## src/rtl/core/tlhp_pkg.sv

```systemverilog
// Shared types and constants of the two-level local-history predictor.
// No dependencies.
`timescale 1ns / 1ps

package tlhp_pkg;

    // Fixed field widths
    localparam int ID_W = 64;

    // Default geometry
    localparam int HISTORY_BITS_DEF  = 4;
    localparam int COUNTER_BITS_DEF  = 2;
    localparam int TABLE_ENTRIES_DEF = 1024;

    // Index reduction: id bits folded into the remainder per cycle
    localparam int REDUCE_BITS = 4;

    // Request mode codes
    localparam logic MODE_PREDICT = 1'b0;
    localparam logic MODE_OBSERVE = 1'b1;

    // Classified request word held in the queue
    typedef struct packed {
        logic            obs;
        logic [ID_W-1:0] planet_id;
        logic            hint;
        logic            outcome;
    } item_t;

endpackage

```

## src/rtl/core/tlhp_if.sv

```systemverilog
// Request and response channel interfaces of the predictor.
// Depends on tlhp_pkg.
`timescale 1ns / 1ps

interface tlhp_req_if;
    import tlhp_pkg::*;

    logic            valid;
    logic            ready;
    logic            mode;
    logic [ID_W-1:0] planet_id;
    logic            hint;
    logic            outcome;

    modport source (output valid, mode, planet_id, hint, outcome, input ready);
    modport sink   (input valid, mode, planet_id, hint, outcome, output ready);
endinterface


```

## src/rtl/core/tlhp_front.sv

```systemverilog
// Front end: accepts request words, decodes the mode and queues them.
// Depends on tlhp_pkg and tlhp_if.
`timescale 1ns / 1ps

module tlhp_front (
    input  logic            clk,
    input  logic            rst_n,
    tlhp_req_if.sink        req,
    input  logic            clearing,
    output logic            q_valid,
    output tlhp_pkg::item_t q_item,
    input  logic            q_pop
);
    import tlhp_pkg::*;

    localparam int QDEPTH = 2;
    localparam int CNT_W  = $clog2(QDEPTH + 1);

    item_t            slot_reg [QDEPTH];
    logic             wr_ptr_reg, wr_ptr_next;
    logic             rd_ptr_reg, rd_ptr_next;
    logic [CNT_W-1:0] cnt_reg, cnt_next;
    item_t            in_item;
    logic             push;

    // Accept while there is room and the table is not being cleared
    assign req.ready = (cnt_reg != CNT_W'(QDEPTH)) && !clearing;
    assign push      = req.valid && req.ready;
    assign q_valid   = (cnt_reg != '0);
    assign q_item    = slot_reg[rd_ptr_reg];

    // Classify the incoming word
    always_comb
    begin
        in_item.planet_id = req.planet_id;
        in_item.hint      = req.hint;
        in_item.outcome   = req.outcome;
        case (req.mode)
            MODE_PREDICT: in_item.obs = 1'b0;
            MODE_OBSERVE: in_item.obs = 1'b1;
            default:      in_item.obs = 1'b0;
        endcase
    end

    // Queue pointers and fill count
    always_comb
    begin
        wr_ptr_next = push  ? ~wr_ptr_reg : wr_ptr_reg;
        rd_ptr_next = q_pop ? ~rd_ptr_reg : rd_ptr_reg;
        case ({push, q_pop})
            2'b10:   cnt_next = cnt_reg + 1'b1;
            2'b01:   cnt_next = cnt_reg - 1'b1;
            default: cnt_next = cnt_reg;
        endcase
    end

    always_ff @(posedge clk or negedge rst_n)
    begin
        if (!rst_n)
        begin
            wr_ptr_reg <= 1'b0;
            rd_ptr_reg <= 1'b0;
            cnt_reg    <= '0;
        end
        else
        begin
            wr_ptr_reg <= wr_ptr_next;
            rd_ptr_reg <= rd_ptr_next;
            cnt_reg    <= cnt_next;
        end
    end

    // Queue storage
    always_ff @(posedge clk)
    begin
        if (push)
        begin
            slot_reg[wr_ptr_reg] <= in_item;
        end
    end

endmodule

```

## src/flat_wrapper.sv

```systemverilog
// flat-port wrapper written by rule: the top's interface ports become plain ports
module tlhp_front_flat import tlhp_pkg::*;
  (clk, rst_n, clearing, q_valid, q_item, q_pop, req_valid, req_mode, req_planet_id, req_hint, req_outcome, req_ready);
  tlhp_req_if req_i ();
  input  logic clk;
  input  logic rst_n;
  input  logic clearing;
  output logic q_valid;
  output tlhp_pkg::item_t q_item;
  input  logic q_pop;
  input wire logic [$bits(req_i.valid)-1:0] req_valid;
  input wire logic [$bits(req_i.mode)-1:0] req_mode;
  input wire logic [$bits(req_i.planet_id)-1:0] req_planet_id;
  input wire logic [$bits(req_i.hint)-1:0] req_hint;
  input wire logic [$bits(req_i.outcome)-1:0] req_outcome;
  output wire logic [$bits(req_i.ready)-1:0] req_ready;
  assign req_i.valid = req_valid;
  assign req_i.mode = req_mode;
  assign req_i.planet_id = req_planet_id;
  assign req_i.hint = req_hint;
  assign req_i.outcome = req_outcome;
  assign req_ready = req_i.ready;
  tlhp_front u_core (.clk(clk), .rst_n(rst_n), .req(req_i), .clearing(clearing), .q_valid(q_valid), .q_item(q_item), .q_pop(q_pop));
endmodule
```

## config.mk

```make
export PLATFORM = sky130hd
export DESIGN_NAME = tlhp_front_flat
export DESIGN_NICKNAME = d
export VERILOG_FILES = /design/src/rtl/core/tlhp_pkg.sv /design/src/rtl/core/tlhp_if.sv /design/src/rtl/core/tlhp_front.sv /design/src/flat_wrapper.sv
export SDC_FILE = /design/constraint.sdc
export NUM_CORES = 1
export LEC_CHECK = 0
export BUFFER_PORTS_ARGS = -buffer_cell sky130_fd_sc_hd__buf_2
export CORE_MARGIN = 5
export CORE_UTILIZATION = 52
export DETAILED_ROUTE_END_ITERATION = 16
export GPL_TIMING_DRIVEN = 0
export PLACE_DENSITY_LB_ADDON = 0.3
export SLEW_MARGIN = 20
export SYNTH_ARGS = -nofsm -noshare
export SYNTH_HDL_FRONTEND = slang
export SYNTH_SLANG_ARGS = --single-unit
export TNS_END_PERCENT = 50
```

## constraint.sdc

```tcl
create_clock -name clk -period 4.7 [get_ports clk]
set_clock_uncertainty 0.05 [all_clocks]
set_input_delay 0.705 -clock clk [delete_from_list [all_inputs] [get_ports clk]]
set_output_delay 0.705 -clock clk [all_outputs]
set_load 0.01 [all_outputs]
```

## After elaboration in Yosys (flattened, before gate mapping)

Memories as Yosys holds them, arrays and structs flattened.
Cells that the tools add are included.

| word-level totals | value |
|---|---|
| bits in registers | 4 |
| output and inout bits | 69 |
| memory bits (writable) | 134 |
| memories | 1 |
| word-level logic and storage cells | 21 |
| input port bits | 72 |

Memories:

| memory | depth | width | rd ports | clocked after Yosys merged registers in | write ports | line | RTL |
|---|---|---|---|---|---|---|---|
| u_core.slot_reg | 2 | 67 | 1 | 0 | 1 | tlhp_front.sv:19 | `item_t slot_reg [QDEPTH];` |

| cells by class | value |
|---|---|
| muxes and demuxes | 4 |
| $add $sub $neg | 2 |
| equal/unequal tests | 3 |
| bitwise operators | 3 |
| reductions and logical operators | 5 |

Operators by type and width:

| operator | number |
|---|---|
| $pmux 2 s2 | 1 |
| $reduce_bool 2->1 | 2 |
| $not 1->1 | 3 |
| $add 2x1->2 const B | 1 |
| $eq 2x1->1 const B | 1 |
| $eq 2x2->1 const B | 1 |
| $logic_and 1x1->1 | 2 |
| $mux 1 | 2 |
| $ne 2x2->1 const B | 1 |
| $pmux 1 s2 | 1 |
| $sub 2x1->2 const B | 1 |
| $logic_not 1->1 | 1 |

## Logic depth before layout (Yosys ltp)

Gate-level depths: netlist of the first run.

| logic depth | value |
|---|---|
| word-level depth | 5 |
| depth in mapped cells | 6 |
| gate-level depth less buffers | 6 |

## Worst setup path after synthesis of the first run

Ideal clock, no wire load.

| path | value |
|---|---|
| path type | input to register |
| start point | in clearing |
| end point | mem u_core.slot_reg[0][0] (netlist bit) (enable) |
| library setup time | 492 ps |
| slack | 319 ps |
| arrival time | 3838 ps |
| buffers on the path | 0 |
| data required time | 4158 ps |
| stages | 2 |
| cell sequence | a211o_1 nor2_1 |

| on the way | value |
|---|---|
| word-level cells in the longest chain between the ends | 5 |

RTL lines:

| element | line | RTL |
|---|---|---|
| from (decl) | flat_wrapper.sv:7 | `input logic clearing;` |
| $logic_not 1->1 | tlhp_front.sv:27 | `assign req.ready = (cnt_reg != CNT_W'(QDEPTH)) && !clearing;` |
| $logic_and 1x1->1 | tlhp_front.sv:27 |  |
| $logic_and 1x1->1 | tlhp_front.sv:28 | `assign push = req.valid && req.ready;` |
| $mux 1 | tlhp_front.sv:76 | `if (push)` |
| $mux 1 (implied by the code) | tlhp_front.sv:78 | `slot_reg[wr_ptr_reg] <= in_item;` |
| to (decl) | tlhp_front.sv:19 |  |

Every way passes these cells.

==> key figures, run 1 <==
Status
  • Outcome: completed

Logic synthesis
  • Post-Syn Instances: around 230
  • Synth Net Count: ~300
  • Share of the synthesized area in the top cell type: 0.785
  • Count leader, synth: edfxtp_1
  • Largest cells by area after synthesis: edfxtp_1 (79%), mux2_2 (10%), mux2_4 (5.9%)
  • Top_reg_cell synth: edfxtp_1
  • Async SR Flop Fraction: 0.0290
  • Register area share after synthesis: 0.805
  • Most common library cells after synthesis: edfxtp_1 (134), mux2_2 (47), mux2_4 (20), buf_2 (4), dfrtp_1 (4)
  • EDFF count, synth: 134
  • Synthesized area: 5120 sq um
  • Synth Area per Inst: approximately 22 sq um
  • Synth warn: 0
  • Synth area leader: edfxtp_1
  • Netlist cell types: 15
  • Yosys reg bits: 138

Power and ir drop
  • Maximum vdd ir drop: between 0.2 and 0.3 mV
  • Tot Pwr: 3750 uW
  • Clock group share of total power: 0.297
  • Pwr Density: 566 nW/um^2
  • Seq pwr share: 0.421
  • Sw Ratio: 0.268
  • Psw: 1010 uW
  • Comb pwr share: 0.281
  • Internal power: ~2700 uW
  • Lkg Pwr: 0.00256 uW

Placed design
  • Port bufs: 140
  • GP Congestion: 0.715
  • Post-DP HPWL: 6290 um

Routing
  • Vias per inst: ~4.9
  • DRC: 0
  • WL/cell: around 17 um
  • Routed Antenna Nets: 0
  • First-pass DRT Iterations: 4
  • Routed vias: between 2000 and 3000
  • Routed Wire Length: 8990 um
  • DR iter-0 viols: about 120

Worst setup path
  • Buf/Inv on CP: 4
  • Setup crit start kind: flop
  • CP Cell Sequence: buf_6 > buf_6 > buf_8 > mux2_4 > buf_2
  • Top Family by Delay on Critical Path: buffers and inverters
  • CP Data Required Time: 3.94 ns
  • Slowest stage cell, crit path: dfrtp_1
  • Critical path fanouts, max: 10
  • Crit. End Element: output port
  • Most used cell, CP: buf_6
  • CP max stage delay: ~0.34 ns
  • Crit path DAT: 1.77 ns
  • CP Class: reg -> out

Clock network
  • Clk root buf: clkbuf_8
  • H-tree level count: 4
  • TritonCTS Buffers: 17
  • CTS tree: yes
  • Post_cts resized: 0
  • Clk sink count: 138
  • Clock slew at reported path FFs: roughly 0.060 ns
  • Clock Latency Late Sink: ~0.5 ns
  • Max clock buf depth: 2

Final layout
  • # diodes: 0
  • Layout Nets: 465
  • P&R area growth vs syn: 29.5%
  • Number of flip-flops in the largest register: 134
  • Share of layout cells above drive strength 1: 0.615

Floorplanning
  • Die width: around 110 um
  • Row cnt: 36
  • Core area: between 9000 and 10000 sq um
  • I/O pins: 141
  • Die Span Y: 109 um
  • Die Area: between 10000 and 15000 sq um
  • Initial Utilization: 0.529

Global route
  • Met3 GRT Util: 0.0645
  • Grt ovf: 0
  • GR peak layer: met2
  • Initial antenna violation count: 1
  • Largest net degree at the start of global routing: 25
  • GR Layer Usage met1: 0.185
  • First-pass GRT wire length: 13800 um
  • Number of global-route vias before repair: 2862
  • Gr usage total: 0.158
  • Met2 Usage GRT: 0.260

Hold path
  • Worst hold-check path type: in -> reg

Job
  • Max-cap violations: 0

Timing
  • Final Max Slew Viols: 0
  • Period utilisation layout: 0.537
  • Final hold violation count: 0
  • Slew headroom: 0.478
  • Setup Viol. Count Final: 0
  • Worst-margin pin slew: 0.781 ns
  • Final min period: 2.52 ns
  • Setup TNS: 0 ns
  • RSZ-0062 raised after global routing: false
  • Max Clk Rate: 396 MHz
[worst register-to-register path, cell delays in order (launching register included)]
cell and delay, ns:
dfrtp_1 0.42, inv_1 0.08, a211o_1 0.38, nor2_4 0.64, buf_16 0.26, buf_16 0.19
[cells in the final DEF (no fill, tap or decap)]
cell           Yosys  layout
or2_2              1       1
buf_6              2       2
dlygate4sd3_1      0       1
buf_16             0       4
clkinv_2           0       5
a211o_1            1       1
ha_1               1       1
clkbuf_8           0       3
buf_2              4     144
mux2_4            20      20
nor2_4             0       2
clkbuf_16          0      16
dfrtp_1            4       4
mux2_2            47      47
xor2_1             2       2
clkinvlp_4         0       3
clkbuf_1           0       5
a21oi_1            1       1
edfxtp_1         134     134
xnor2_1            3       3
inv_1              3       3
nor2_1             3       1
buf_8              2       2
[timing repair]
item,CTS,global route
buffers inserted,0,0
hold endpoints to repair,4,0
hold buffers,1,0
[power groups by stage]
stage / sequential (uW) / clock (uW) / combinational [uW]
after detailed placement: 1610 / 0 / 1080
after global placement: 1620 / 0 / 1020
after floorplan: 1610 / 0 / 687
after CTS: 1580 / 1140 / 1080
final: 1580 / 1120 / 1060
after global routing: 1590 / 1210 / 1140
[final timing paths]
path	start	endpoint	slack, ns	depth (start not counted)
max	u_core.rd_ptr_reg$_DFFE_PN0P_	q_item[47]	2.18	5
min	req_planet_id[60]	u_core.slot_reg[1][62]$_DFFE_PP_	0.34	1
max reg2reg	u_core.cnt_reg[0]$_DFFE_PN0P_	u_core.slot_reg[1][53]$_DFFE_PP_	2.37	5
min reg2reg	u_core.cnt_reg[1]$_DFFE_PN0P_	u_core.cnt_reg[1]$_DFFE_PN0P_	0.48	1
max in group asynchronous	rst_n	u_core.rd_ptr_reg$_DFFE_PN0P_	4.01	2
min in group asynchronous	rst_n	u_core.cnt_reg[1]$_DFFE_PN0P_	0.47	2
[per-layer routing]
layer / share of wire / vias to the layer above
met2: 0.49 / 103
met4: 0.012 / 2
met3: 0.090 / 15
met5: 0.0014 / -
li1: - / 1233
met1: 0.40 / 1279
[cells by family (layout without fill, tap and decap cells)]
group | Yosys count | after routing | synth area share
AO/OA/AOI/OAI | 2 | 2 | 0.00268
XOR/XNOR | 5 | 5 | 0.00855
adder cells (fa/ha/maj) | 1 | 1 | 0.00244
buffers and inverters | 11 | 188 | 0.0164
flip-flops | 138 | 138 | 0.805
multiplexers | 67 | 67 | 0.162
AND/OR/NAND/NOR | 4 | 4 | 0.00342
[area by class of cell]
type / instances / area (sq um)
flip-flops and latches: 138 / 4120
fillers: 689 / 3050
multi-input cells: 79 / 932
repair buffers: 145 / 821
clock buffers: 24 / 460
well taps: 133 / 166
plain buffers: 8 / 72.6
clock inverters: 8 / 47.5
inverters: 3 / 11.3
[through the flow]
step                      std cells  area, sq um  setup WS (ns)  utilization  hold WS [ns]
final                           538         6640           2.18        0.685         0.338
after global routing            538         6640           2.10        0.685         0.311
after CTS                       538         6640           2.13        0.685         0.312
after detailed placement        505         6120           1.98        0.632         0.467
after global placement          501         5990          -1.32        0.619         0.430
after floorplan                 228         5120          0.319            -         0.359
Note: power is estimated with default switching activity, not from simulation.
==> run 2: changes to the inputs <==
--- a/config.mk
+++ b/config.mk
@@ -7,7 +7,7 @@
 export LEC_CHECK = 0
 export BUFFER_PORTS_ARGS = -buffer_cell sky130_fd_sc_hd__buf_2
 export CORE_MARGIN = 5
-export CORE_UTILIZATION = 52
+export CORE_UTILIZATION = 47
 export DETAILED_ROUTE_END_ITERATION = 16
 export GPL_TIMING_DRIVEN = 0
 export PLACE_DENSITY_LB_ADDON = 0.3
==> constraint.sdc (replaced) <==
create_clock -name clk -period 2.1 [get_ports clk]
set_clock_uncertainty 0.05 [all_clocks]
set_input_delay 0.315 -clock clk [delete_from_list [all_inputs] [get_ports clk]]
set_output_delay 0.315 -clock clk [all_outputs]
set_load 0.01 [all_outputs]
==> run 2 against run 1 <==
Utilization is 3.7 points higher. Register-to-register slack got worse by 2.1 ns. Combinational power increased to 2.9 times the previous value. Critical path type unchanged. Critical endpoint is now q_item[45]. Highest routed layer is now met4.
==> key figures, run 2 (synthesis gave the netlist of run 1 again) <==
Clock network
  • Clock Latency Late Sink: 0.51 ns (about the same)
  • Clock slew at reported path FFs: 0.06 ns (about the same)
  • TritonCTS Buffers: 17 (unchanged)
  • H-tree level count: 4 (unchanged)
  • Clk sink count: 138 (unchanged)
  • Clk root buf: clkbuf_8
  • Max clock buf depth: 2 (unchanged)
  • CTS tree: yes

Routing
  • DRC: 0 (unchanged)
  • First-pass DRT Iterations: 4 (unchanged)
  • WL/cell: 16.7 um (about the same)
  • Vias per inst: 4.68 (-4.4%)
  • Routed Antenna Nets: 0 (unchanged)
  • Routed vias: 2909 (+11%)
  • Routed Wire Length: 10400 um (+16%)
  • DR iter-0 viols: 121 (+2.5%)

Hold path
  • Worst hold-check path type: in -> async

Final layout
  • Commonest cells after routing, fill and taps aside: edfxtp_1 (134), buf_2 (113), dlygate4sd3_1 (69), mux2_2 (40), buf_6 (28)
  • # diodes: 0 (unchanged)
  • P&R area growth vs syn: 51.5%
  • Share of layout cells above drive strength 1: 0.541 (-0.0733)
  • Design Area, Final: 7760 sq um (+17%)
  • Multi-input logic area: 967 sq um (+3.8%)
  • Layout Nets: 542 (+17%)
  • FF+latch area: 4130 sq um (about the same)
  • Fillers: 678 (-1.6%)
  • Commonest non-fill, non-tap cell in the layout: edfxtp_1
  • Number of flip-flops in the largest register: 134 (unchanged)

Worst setup path
  • Critical path fanouts, max: 7 (-3)
  • CP Data Required Time: 1.74 ns (-2.20 ns)
  • Crit path DAT: 1.71 ns (-0.06 ns)
  • Setup crit start kind: flop
  • Crit. End Element: output port
  • CP Class: reg -> out

Global route
  • Largest net degree at the start of global routing: 25 (unchanged)
  • Grt ovf: 0 (unchanged)
  • First-pass GRT wire length: 15600 um (+13%)
  • Gr usage total: 0.159 (+0.00133)
  • Number of global-route vias before repair: 3182 (+11%)
  • Initial antenna violation count: 0 (-1)

Power and ir drop
  • Sw Ratio: 0.262 (-0.00628)
  • Maximum vdd ir drop: 0.605 mV (+100%)
  • Tot Pwr: 9480 uW (+150%)
  • Pwr Density: 1220 nW/um^2 (+120%)
  • Psw: 2480 uW (+150%)
  • Comb pwr share: 0.323 (+0.042)
  • Clock group share of total power: 0.301 (+0.004)
  • Internal power: 6990 uW (+150%)
  • Seq pwr share: 0.376 (-0.045)
  • Lkg Pwr: 0.00304 uW (+19%)

Floorplanning
  • Initial Utilization: 0.477 (-0.0523)
  • Core area: 10700 sq um (+11%)
  • Die Span Y: 114 um (+4.7%)
  • I/O pins: 141 (unchanged)
  • Die Area: 13100 sq um (+9.6%)
  • Row cnt: 38 (+5.6%)
  • Die width: 114 um (+4.7%)

Timing
  • Final Max Slew Viols: 0 (unchanged)
  • WHS: 0.0777 ns (-0.261 ns)
  • Final min period: 2.07 ns
  • Period utilisation layout: 0.986
  • Final setup margin: 0.0295 ns (-2.15 ns)
  • Final hold violation count: 0 (unchanged)
  • Worst-margin pin slew: 0.286 ns (-0.494 ns)
  • Slew headroom: 0.809 (+0.331)
  • Max Clk Rate: 483 MHz
  • RSZ-0062 raised after global routing: true
  • Setup Viol. Count Final: 0 (unchanged)

Status
  • Outcome: completed

Placed design
  • GP Congestion: 0.688 (-3.7%)
  • Pre-CTS setup slack: -0.0322 ns (-2.02 ns)
  • Post-DP HPWL: 6180 um (-1.7%)
  • Port bufs: 140 (unchanged)
  • Post-DP Area: 6170 sq um (+0.94%)

Job
  • Max-cap violations: 0 (unchanged)
## run 2: cell count changes in the layout (fill, tap and decap cells not counted), sizes merged
cell,before,now
clkinv,5,8
buf,152,161
clkbuf,24,18
dlygate4sd3,1,69
bufinv,0,3
## run 2: layout make-up
type                       instances  share of cell area
multi-input combinational         79               0.125
inverter                           3             0.00145
timing repair buffer             223               0.235
clock inverter                    14              0.0200
tap                              140              0.0226
sequential                       138               0.531
buffer                             7              0.0116
clock buffer                      18              0.0538
## run 2: final timing paths
path / slack [ns] / to / startpoint / depth (start not counted)
worst min-delay path: 0.08 / u_core.cnt_reg[1]$_DFFE_PN0P_ / rst_n / 2
max in group asynchronous: 1.79 / u_core.rd_ptr_reg$_DFFE_PN0P_ / rst_n / 2
min in group clk: 0.12 / u_core.wr_ptr_reg$_DFFE_PN0P_ / clearing / 3
worst max-delay path: 0.03 / q_item[45] / u_core.rd_ptr_reg$_DFFE_PN0P_ / 4
worst max register to register: 0.30 / u_core.slot_reg[1][41]$_DFFE_PP_ / u_core.cnt_reg[0]$_DFFE_PN0P_ / 5
worst min register to register: 0.48 / u_core.cnt_reg[1]$_DFFE_PN0P_ / u_core.cnt_reg[1]$_DFFE_PN0P_ / 1
## run 2: power groups by stage
stage	Sequential, uW	Clock (uW)	Combinational (uW)
2_1_floorplan	3570	0	1560
3_3_place_gp	3590	0	2300
3_5_place_dp	3600	0	2450
4_1_cts	3560	2890	2890
5_1_grt	3590	3040	3260
6_report	3560	2850	3060
## run 2: critical path, stage by stage (launching register included)
cell,delay [ns]
dfrtp_2,0.45
buf_12,0.17
buf_12,0.14
mux2_4,0.30
buf_6,0.13
## run 2: metrics by stage
step,TNS (ns),instances,utilization
2_1_floorplan,-21.51,228,-
3_3_place_gp,-99.50,508,0.561
3_5_place_dp,-0.930,514,0.575
4_1_cts,-1.21,622,0.711
5_1_grt,-0.865,622,0.723
6_report,0,622,0.723
## run 2: timing repair
action,4_1_cts,5_1_grt
cloned,2,0
resized for setup,23,31
pin swaps,2,0
setup endpoints to repair,107,66
setup buffers,6,0
hold endpoints to repair,139,0
hold buffers,69,0
## run 2: routing by layer
layer	GRT usage	share of wire	routed length [um]
met1	0.178	0.39	4090
met2	0.279	0.54	5620
met3	0.0465	0.052	536
met4	0.0744	0.015	158
met5	0	0	0
